$ cat src/hw/rtl/sfs_pkg.sv
// Package for the sprite frame sequencer: codes, states, widths, field offsets.
// No dependencies; imported by every module of the block.
package sfs_pkg;

  localparam int MAX_FRAMES  = 256;
  localparam int FRAME_LIMIT = MAX_FRAMES - 1;

  localparam int FRAME_W = 8;
  localparam int PIX_W   = 20;
  localparam int ACC_W   = 17;
  localparam int POS_W   = 9;
  localparam int EL_W    = 16;
  localparam int CFG_W   = 16;
  localparam int CELL_W  = 12;

  // Output tdata layout, lowest bit first
  localparam int OUT_FRAME_LSB = 0;
  localparam int OUT_X_LSB     = OUT_FRAME_LSB + FRAME_W;
  localparam int OUT_Y_LSB     = OUT_X_LSB + PIX_W;
  localparam int OUT_PLAY_BIT  = OUT_Y_LSB + PIX_W;
  localparam int OUT_ADV_BIT   = OUT_PLAY_BIT + 1;
  localparam int OUT_BITS      = OUT_ADV_BIT + 1;
  localparam int OUT_TDATA_W   = ((OUT_BITS + 7) / 8) * 8;

  typedef enum logic [2:0] {
    OP_TICK   = 3'd0,
    OP_START  = 3'd1,
    OP_STOP   = 3'd2,
    OP_PAUSE  = 3'd3,
    OP_RESUME = 3'd4
  } op_t;

  typedef enum logic [2:0] {
    REG_FIRST   = 3'd0,
    REG_LAST    = 3'd1,
    REG_REVERSE = 3'd2,
    REG_LOOP    = 3'd3,
    REG_PERIOD  = 3'd4,
    REG_COLUMNS = 3'd5,
    REG_CELL_W  = 3'd6,
    REG_CELL_H  = 3'd7
  } reg_idx_t;

  typedef enum logic [1:0] {
    S_IDLE,
    S_FRAME,
    S_GRID,
    S_OUT
  } seq_state_t;

  typedef enum logic [1:0] {
    G_IDLE,
    G_DIV,
    G_MUL,
    G_DONE
  } grid_state_t;

  // Frame register writes keep the low byte and saturate at the frame limit
  function automatic logic [FRAME_W-1:0] clamp_frame(input logic [CFG_W-1:0] value);
    logic [FRAME_W-1:0] v;
    v = value[FRAME_W-1:0];
    if (int'(v) > FRAME_LIMIT) begin
      return FRAME_W'(FRAME_LIMIT);
    end
    return v;
  endfunction

endpackage

$ cat src/hw/rtl/sfs_grid.sv
// Grid position unit: frame / columns by bit-serial restoring division, then
// remainder * cell_width and quotient * cell_height by bit-serial shift-add.
// Depends on sfs_pkg.
module sfs_grid (
  input  logic                       clk,
  input  logic                       rst,
  input  logic                       start,
  input  logic [sfs_pkg::FRAME_W-1:0] frame,
  input  logic [sfs_pkg::FRAME_W-1:0] columns,
  input  logic [sfs_pkg::CELL_W-1:0]  cell_w,
  input  logic [sfs_pkg::CELL_W-1:0]  cell_h,
  output logic                       done,
  output logic [sfs_pkg::PIX_W-1:0]   px,
  output logic [sfs_pkg::PIX_W-1:0]   py
);
  import sfs_pkg::*;

  grid_state_t        state, state_next;
  logic [2:0]         cnt;
  logic [FRAME_W-1:0] rem, quo, divisor;
  logic [PIX_W-1:0]   mc_x, mc_y;
  logic [FRAME_W:0]   rem_sh;
  logic               fits;

  // One restoring division step
  assign rem_sh = {rem, quo[FRAME_W-1]};
  assign fits   = rem_sh >= {1'b0, divisor};

  // Next state
  always_comb begin
    state_next = state;
    case (state)
      G_IDLE: if (start) state_next = G_DIV;
      G_DIV:  if (cnt == 3'd7) state_next = G_MUL;
      G_MUL:  if (cnt == 3'd7) state_next = G_DONE;
      G_DONE: state_next = G_IDLE;
      default: state_next = G_IDLE;
    endcase
  end

  // Outputs
  always_comb begin
    done = 1'b0;
    case (state)
      G_DONE:  done = 1'b1;
      default: done = 1'b0;
    endcase
  end

  always_ff @(posedge clk) begin
    if (rst) begin
      state <= G_IDLE;
      cnt   <= 3'd0;
    end else begin
      state <= state_next;
      if (state == G_IDLE) begin
        cnt <= 3'd0;
      end else begin
        cnt <= cnt + 3'd1;
      end
    end
  end

  // Shift datapath: quo/rem become the multipliers once division ends
  always_ff @(posedge clk) begin
    case (state)
      G_IDLE: begin
        if (start) begin
          quo     <= frame;
          rem     <= '0;
          divisor <= (columns == '0) ? FRAME_W'(1) : columns;
          mc_x    <= {{(PIX_W-CELL_W){1'b0}}, cell_w};
          mc_y    <= {{(PIX_W-CELL_W){1'b0}}, cell_h};
          px      <= '0;
          py      <= '0;
        end
      end
      G_DIV: begin
        quo <= {quo[FRAME_W-2:0], fits};
        rem <= fits ? FRAME_W'(rem_sh - {1'b0, divisor}) : rem_sh[FRAME_W-1:0];
      end
      G_MUL: begin
        if (rem[0]) px <= px + mc_x;
        if (quo[0]) py <= py + mc_y;
        rem  <= rem >> 1;
        quo  <= quo >> 1;
        mc_x <= mc_x << 1;
        mc_y <= mc_y << 1;
      end
      default: begin
      end
    endcase
  end

endmodule

$ cat src/hw/rtl/sprite_frame_sequencer.sv
// Sprite frame sequencer top level: registers, play-list state, handshakes.
// Depends on sfs_pkg and sfs_grid.
//
//  channel   direction  signals                       item
//  s_*       in         tvalid tready tdata tuser     command + elapsed time
//  m_*       out        tvalid tready tdata           frame and pixel position
//  cfg_*     in         we index data                 register write
//
// Each item passes through these steps in order: accept and update the play state,
// pick the frame, the bit-serial division by sheet_columns, the two bit-serial
// multiplies by the cell size, the grid done state, and the output load.
// s_tready is high only while no item is in work; a held output item stalls the
// next item only at its hand-off. Reset (rst, synchronous) restores the state,
// configuration, play and output-valid registers, but not the data registers.
module sprite_frame_sequencer (
  input  logic                           clk,
  input  logic                           rst,
  input  logic                           s_tvalid,
  output logic                           s_tready,
  input  logic [15:0]                    s_tdata,   // elapsed_us[15:0]
  input  logic [2:0]                     s_tuser,   // opcode[2:0]
  output logic                           m_tvalid,
  input  logic                           m_tready,
  // frame_number[7:0], pixel_x[27:8], pixel_y[47:28], playing[48], advanced[49]
  output logic [sfs_pkg::OUT_TDATA_W-1:0] m_tdata,
  input  logic                           cfg_we,
  input  logic [2:0]                     cfg_index,
  input  logic [sfs_pkg::CFG_W-1:0]      cfg_data
);
  import sfs_pkg::*;

  // Configuration registers
  logic [FRAME_W-1:0] first_frame, last_frame, sheet_columns;
  logic               reverse_enable, loop_enable;
  logic [EL_W-1:0]    frame_period;
  logic [CELL_W-1:0]  cell_width, cell_height;

  // Play state
  logic [ACC_W-1:0]   acc;
  logic [POS_W-1:0]   pos;
  logic               play;

  seq_state_t         state, state_next;
  logic               accept, grid_start, grid_done, out_load;
  logic [FRAME_W-1:0] frame, frame_r;
  logic               adv_r;
  logic [PIX_W-1:0]   grid_x, grid_y;

  // List geometry
  logic               up;
  logic [FRAME_W-1:0] span;
  logic [POS_W-1:0]   len, len_m1;

  assign up     = first_frame <= last_frame;
  assign span   = up ? last_frame - first_frame : first_frame - last_frame;
  assign len_m1 = len - POS_W'(1);

  always_comb begin
    if (span == '0) begin
      len = '0;
    end else if (!reverse_enable) begin
      len = {1'b0, span} + POS_W'(1);
    end else if (loop_enable) begin
      len = {span, 1'b0};
    end else begin
      len = {span, 1'b1};
    end
  end

  // Tick arithmetic
  logic [ACC_W:0]     sum;
  logic [ACC_W-1:0]   acc_sat;
  logic               due;
  logic [POS_W-1:0]   pos_cl, pos_inc;

  assign sum     = {1'b0, acc} + (ACC_W+1)'(s_tdata);
  assign acc_sat = sum[ACC_W] ? '1 : sum[ACC_W-1:0];
  assign due     = acc_sat >= ACC_W'(frame_period);
  assign pos_cl  = (pos >= len) ? len_m1 : pos;
  assign pos_inc = pos_cl + POS_W'(1);

  // Frame at the current (clamped) list position
  logic [POS_W-1:0]   back;
  logic [FRAME_W-1:0] back_cl;

  assign back    = pos_cl - {1'b0, span};
  assign back_cl = (back > {1'b0, span}) ? span : back[FRAME_W-1:0];

  always_comb begin
    if (len == '0) begin
      frame = first_frame;
    end else if (pos_cl <= {1'b0, span}) begin
      frame = up ? first_frame + pos_cl[FRAME_W-1:0] : first_frame - pos_cl[FRAME_W-1:0];
    end else begin
      frame = up ? last_frame - back_cl : last_frame + back_cl;
    end
  end

  // Empty-list check on the values a write leaves behind
  logic [FRAME_W-1:0] first_new, last_new;
  logic               empty_after;

  assign first_new   = (cfg_index == REG_FIRST) ? clamp_frame(cfg_data) : first_frame;
  assign last_new    = (cfg_index == REG_LAST) ? clamp_frame(cfg_data) : last_frame;
  assign empty_after = cfg_we && (cfg_index <= REG_LOOP) && (first_new == last_new);

  // Next state
  always_comb begin
    state_next = state;
    case (state)
      S_IDLE:  if (accept) state_next = S_FRAME;
      S_FRAME: state_next = S_GRID;
      S_GRID:  if (grid_done) state_next = S_OUT;
      S_OUT:   if (!m_tvalid || m_tready) state_next = S_IDLE;
      default: state_next = S_IDLE;
    endcase
  end

  // Control outputs
  always_comb begin
    s_tready   = 1'b0;
    grid_start = 1'b0;
    out_load   = 1'b0;
    case (state)
      S_IDLE:  s_tready = 1'b1;
      S_FRAME: grid_start = 1'b1;
      S_OUT:   out_load = !m_tvalid || m_tready;
      default: begin
      end
    endcase
  end

  assign accept = s_tvalid && s_tready;

  always_ff @(posedge clk) begin
    if (rst) begin
      state <= S_IDLE;
    end else begin
      state <= state_next;
    end
  end

  // Register writes
  always_ff @(posedge clk) begin
    if (rst) begin
      first_frame    <= '0;
      last_frame     <= '0;
      reverse_enable <= 1'b0;
      loop_enable    <= 1'b0;
      frame_period   <= EL_W'(16667);
      sheet_columns  <= FRAME_W'(1);
      cell_width     <= CELL_W'(1);
      cell_height    <= CELL_W'(1);
    end else if (cfg_we) begin
      case (reg_idx_t'(cfg_index))
        REG_FIRST:   first_frame    <= clamp_frame(cfg_data);
        REG_LAST:    last_frame     <= clamp_frame(cfg_data);
        REG_REVERSE: reverse_enable <= cfg_data[0];
        REG_LOOP:    loop_enable    <= cfg_data[0];
        REG_PERIOD:  frame_period   <= cfg_data[EL_W-1:0];
        REG_COLUMNS: sheet_columns  <= cfg_data[FRAME_W-1:0];
        REG_CELL_W:  cell_width     <= cfg_data[CELL_W-1:0];
        REG_CELL_H:  cell_height    <= cfg_data[CELL_W-1:0];
        default: begin
        end
      endcase
    end
  end

  // Play state update on each accepted command, and a stop on a write that empties the list
  always_ff @(posedge clk) begin
    if (rst) begin
      acc   <= '0;
      pos   <= '0;
      play  <= 1'b0;
      adv_r <= 1'b0;
    end else if (accept) begin
      adv_r <= 1'b0;
      case (op_t'(s_tuser))
        OP_TICK: begin
          if (play && len != '0) begin
            if (due) begin
              acc <= acc_sat - ACC_W'(frame_period);
              if (pos_inc >= len) begin
                if (loop_enable) begin
                  pos   <= '0;
                  adv_r <= 1'b1;
                end else begin
                  pos  <= len_m1;
                  play <= 1'b0;
                end
              end else begin
                pos   <= pos_inc;
                adv_r <= 1'b1;
              end
            end else begin
              acc <= acc_sat;
            end
          end
        end
        OP_START: begin
          pos  <= '0;
          play <= len != '0;
        end
        OP_STOP: begin
          pos  <= '0;
          play <= 1'b0;
        end
        OP_PAUSE:  play <= 1'b0;
        OP_RESUME: play <= len != '0;
        default: begin
        end
      endcase
    end else if (empty_after) begin
      pos  <= '0;
      play <= 1'b0;
    end
  end

  // Frame capture for the result
  always_ff @(posedge clk) begin
    if (grid_start) begin
      frame_r <= frame;
    end
  end

  sfs_grid u_grid (
    .clk     (clk),
    .rst     (rst),
    .start   (grid_start),
    .frame   (frame),
    .columns (sheet_columns),
    .cell_w  (cell_width),
    .cell_h  (cell_height),
    .done    (grid_done),
    .px      (grid_x),
    .py      (grid_y)
  );

  // Output register
  always_ff @(posedge clk) begin
    if (rst) begin
      m_tvalid <= 1'b0;
    end else if (out_load) begin
      m_tvalid <= 1'b1;
    end else if (m_tready) begin
      m_tvalid <= 1'b0;
    end
  end

  always_ff @(posedge clk) begin
    if (out_load) begin
      m_tdata <= {{(OUT_TDATA_W-OUT_BITS){1'b0}}, adv_r, play, grid_y, grid_x, frame_r};
    end
  end

endmodule

$ cat config.mk
export PLATFORM = sky130hd
export DESIGN_NAME = sprite_frame_sequencer
export DESIGN_NICKNAME = d
export VERILOG_FILES = /design/src/hw/rtl/sfs_pkg.sv /design/src/hw/rtl/sfs_grid.sv /design/src/hw/rtl/sprite_frame_sequencer.sv
export SDC_FILE = /design/constraint.sdc
export NUM_CORES = 1
export LEC_CHECK = 0
export ABC_AREA = 1
export BUFFER_PORTS_ARGS = -buffer_cell sky130_fd_sc_hd__buf_2
export CELL_PAD_IN_SITES_DETAIL_PLACEMENT = 2
export CELL_PAD_IN_SITES_GLOBAL_PLACEMENT = 2
export CORE_MARGIN = 3
export CORE_UTILIZATION = 34
export CTS_CLUSTER_DIAMETER = 40
export DETAILED_ROUTE_END_ITERATION = 10
export PLACE_DENSITY = 0.84
export SLEW_MARGIN = 30
export SYNTH_ARGS = -nofsm -noshare
export SYNTH_HDL_FRONTEND = slang
export SYNTH_SLANG_ARGS = --single-unit
$ cat constraint.sdc
create_clock -name clk -period 8.25 [get_ports clk]
set_input_delay 1.65 -clock clk [delete_from_list [all_inputs] [get_ports clk]]
set_output_delay 1.65 -clock clk [all_outputs]
set_load 0.05 [all_outputs]
==> impl_results.md <==
* GRT overflow at 0
* Clk pwr share at 0.254
* Drt pass-1 iters at 5
* H-Tree Depth at 2
* Tot GR Track Use at 0.278
* Site Rows at 81
* Skew final at 0.0312 ns
* Die height at 230 um
* Sw frac at 0.453
* CP max FO at 8
* Via density at 5.55
* Largest net degree at the start of global routing at 63
* Met2 Use GR at 0.526
* Final Cycle Share at 1.13
* Sequential area share after synthesis at 0.404
* Via count at 17,000
* Fillers at 5,380
* Post-Syn Area per Cell at 8.17 um^2
* Placer congestion estimate at 0.846
* Global route hottest layer: met2
* Rel. slew slack at 0.361
* Worst Path Required at 8.58 ns
* GR Util met1 at 0.299
* Post-synth top flop: edfxtp_1
* Critical Path Max Stage Delay at 0.51 ns
* Post-CTS Hold Buffers at 0
* RSZ-0062 raised after global routing: yes
* Combinational Power Share at 0.468
* Die width at 230 um
* Slew @ Worst Pin at 0.952 ns
* CP arrival at 9.63 ns
* IO buf count at 94
* Final #Nets at 2,565
* Pre-CTS setup slack at -0.801 ns
* Clock latency on the worst-skew pair at 0.59 ns
* Flop pwr share at 0.278
* Tot Pwr at 7620 uW
* Max Fclk at 108 MHz
* Worst Setup End Kind: flop
* Register Area at 6930 um^2
* Pleak at 0.0101 uW
* Mapped Area at 17,100 um^2
* DRT antenna net count at 0
* Internal Pwr Total at 4170 uW
* Share of synthesized flip-flops with an asynchronous set or reset at 0
* #FFs+latches synth at 264
* Synthesis Warnings at 0
* WL/cell at 26.3 um
* Psw at 3450 uW
* Clock Sinks at 264
* Maxcap violations at 0
* Class of the worst hold path: reg2reg
* Cts bufs inserted at 46
* I/O pin cnt at 101
* First-pass GRT wire length at 115,000 um
* Initial Util at 0.346
* Critical Path Most Common Cell: nand2_2
* Hold WS at 0.422 ns
* DRC at 0
* Final Max Slew Viols at 0
* Failing checks: negative setup slack
* Crit path kind: reg2reg
* DP HPWL at 49,000 um
* Max IR drop VDD at 0.185 mV
* Full die area at 53,000 um^2
* Final Util at 0.446
* Minimum clock period at 9.30 ns
* Initial antenna violation count at 4
* Crit start category: flop
* Status: complete, but fails checks
* Ratio of cells with drive above 1 in the final layout at 0.247
* Core Area at 49,400 um^2
* CTS tree: yes
* Setup slack after layout at -1.05 ns
* Post-synth EDFFs at 162
* Vias in the first global route at 19,100
* Max Root-Sink Buffers at 3
* DR iter-0 viols at 936
* Endpoints failing setup at 14
* Setup_tns at -6.50 ns
* Post-synthesis cell type count at 59
* Met3 Track Usage GR at 0.0463
* CTS Root Cell: clkbuf_16
* Combined area of the multi-input logic cells at 9780 um^2
* Syn Inst Count at 2,092
* Area Growth Syn to Fin at 28.8%
* Critical path's slowest cell: fa_2
* Final hold vios at 0
* Clk slew on worst S/H paths at 0.07 ns
* Cell Pwr Density at 346 nW/um^2
* WL final at 80,600 um
==> final timing paths <==
path / startpoint / end / slack [ns] / cells after the start
max: first_frame[0] / u_grid.quo[7] / -1.05 / 63
min: frame_r[1] / m_tdata[1] / 0.42 / 0
max reg2reg: first_frame[0] / u_grid.quo[7] / -1.05 / 63
min reg2reg: frame_r[1] / m_tdata[1] / 0.42 / 0
==> state kept, by name, summed over array words and instances (netlist names), 8 cells and up <==
name / count
cell_height: 12
frame_period: 16
last_frame: 8
u_grid.py: 20
u_grid.quo: 8
frame_r: 8
u_grid.mc_x: 20
m_tdata: 50
u_grid.rem: 8
pos: 9
sheet_columns: 8
acc: 17
u_grid.divisor: 8
u_grid.px: 20
cell_width: 12
first_frame: 8
u_grid.mc_y: 20
==> cell families after synthesis <==
group                      Yosys count  synth area share
DFF                                264             0.404
xor gates and xnor gates            79            0.0416
buffers and inverters              347            0.0789
AOI/OAI and AO/OA                  497             0.159
adders and majority gates          168             0.127
other                                1          0.000219
and+or+nand+nor                    736             0.189
==> power groups by stage <==
stage	logic, uW	clock network, uW	registers (uW)
after global placement	2590	0	2060
after floorplan	1780	0	2130
final	3560	1940	2110
after detailed placement	2880	0	2110
after global routing	3850	2030	2140
after CTS	3170	1940	2100
==> routing by layer <==
metal | vias up | wire [um]
li1 | 7545 | -
met1 | 8561 | 29400
met2 | 575 | 42200
met3 | 286 | 3850
met4 | 8 | 5070
met5 | - | 52
==> synthesized netlist by cell type (18+ instances only) <==
cell type  count  area (um^2)
xor2_1        61          534
nand2_2       18          113
dfxtp_1      102         2040
nor2_1       108          405
clkbuf_1      49          184
nand3_1       80          400
edfxtp_1     162         4860
nand2_1      452         1700
inv_1        272         1020
ha_1         158         1980
o21ai_0      178          891
a21oi_1      222         1110
==> per-stage QoR <==
stage | cells | cell area [um^2]
after floorplan | 2097 | 17200
after global placement | 2928 | 19300
after detailed placement | 2928 | 19300
after CTS | 3041 | 21500
after global routing | 3056 | 22000
final | 3057 | 22000
==> cell usage in the layout (no fill, tap or decap), types with 13 or more instances in the layout <==
cell type  count
buf_6         13
a21oi_2       13
xor2_1        53
inv_6         14
nand3_1       70
o21a_1        16
nand2_4       20
buf_4        168
ha_4          21
inv_2         16
xnor2_1       17
o21ai_0      160
nand2_1      409
nand3_2       18
nand4_1       14
ha_1         135
a21oi_1      207
edfxtp_1     162
o211ai_1      17
nor2_1        93
dfxtp_1       92
buf_2         94
o21ai_2       14
inv_1        256
nand2_2       48
clkbuf_16     49
==> area by class of cell <==
cell class	instances	area share
multi-input combinational	1486	0.444
sequential	264	0.315
timing repair buffer	275	0.0853
clock buffer	53	0.0564
inverter	281	0.0485
tap	664	0.0377
clock inverter	33	0.0136
antenna	1	0.000114
==> timing repair <==
item                                   4_1_cts  5_1_grt
endpoints found under the hold margin        0        0
buffers inserted                            27       17
pin swaps                                   69       61
setup endpoints to repair                   11       23
resized for setup                          123       86
==> critical path: cells and delay by family, from the launching register on <==
kind,cells,cell delay [ns]
simple gates,32,3.32
fa+ha+maj,9,2.48
xor+xnor,3,0.57
buf+inv,8,0.59
compound gates,11,1.63
flops,1,0.37
Power figures use the tool's default switching activity.
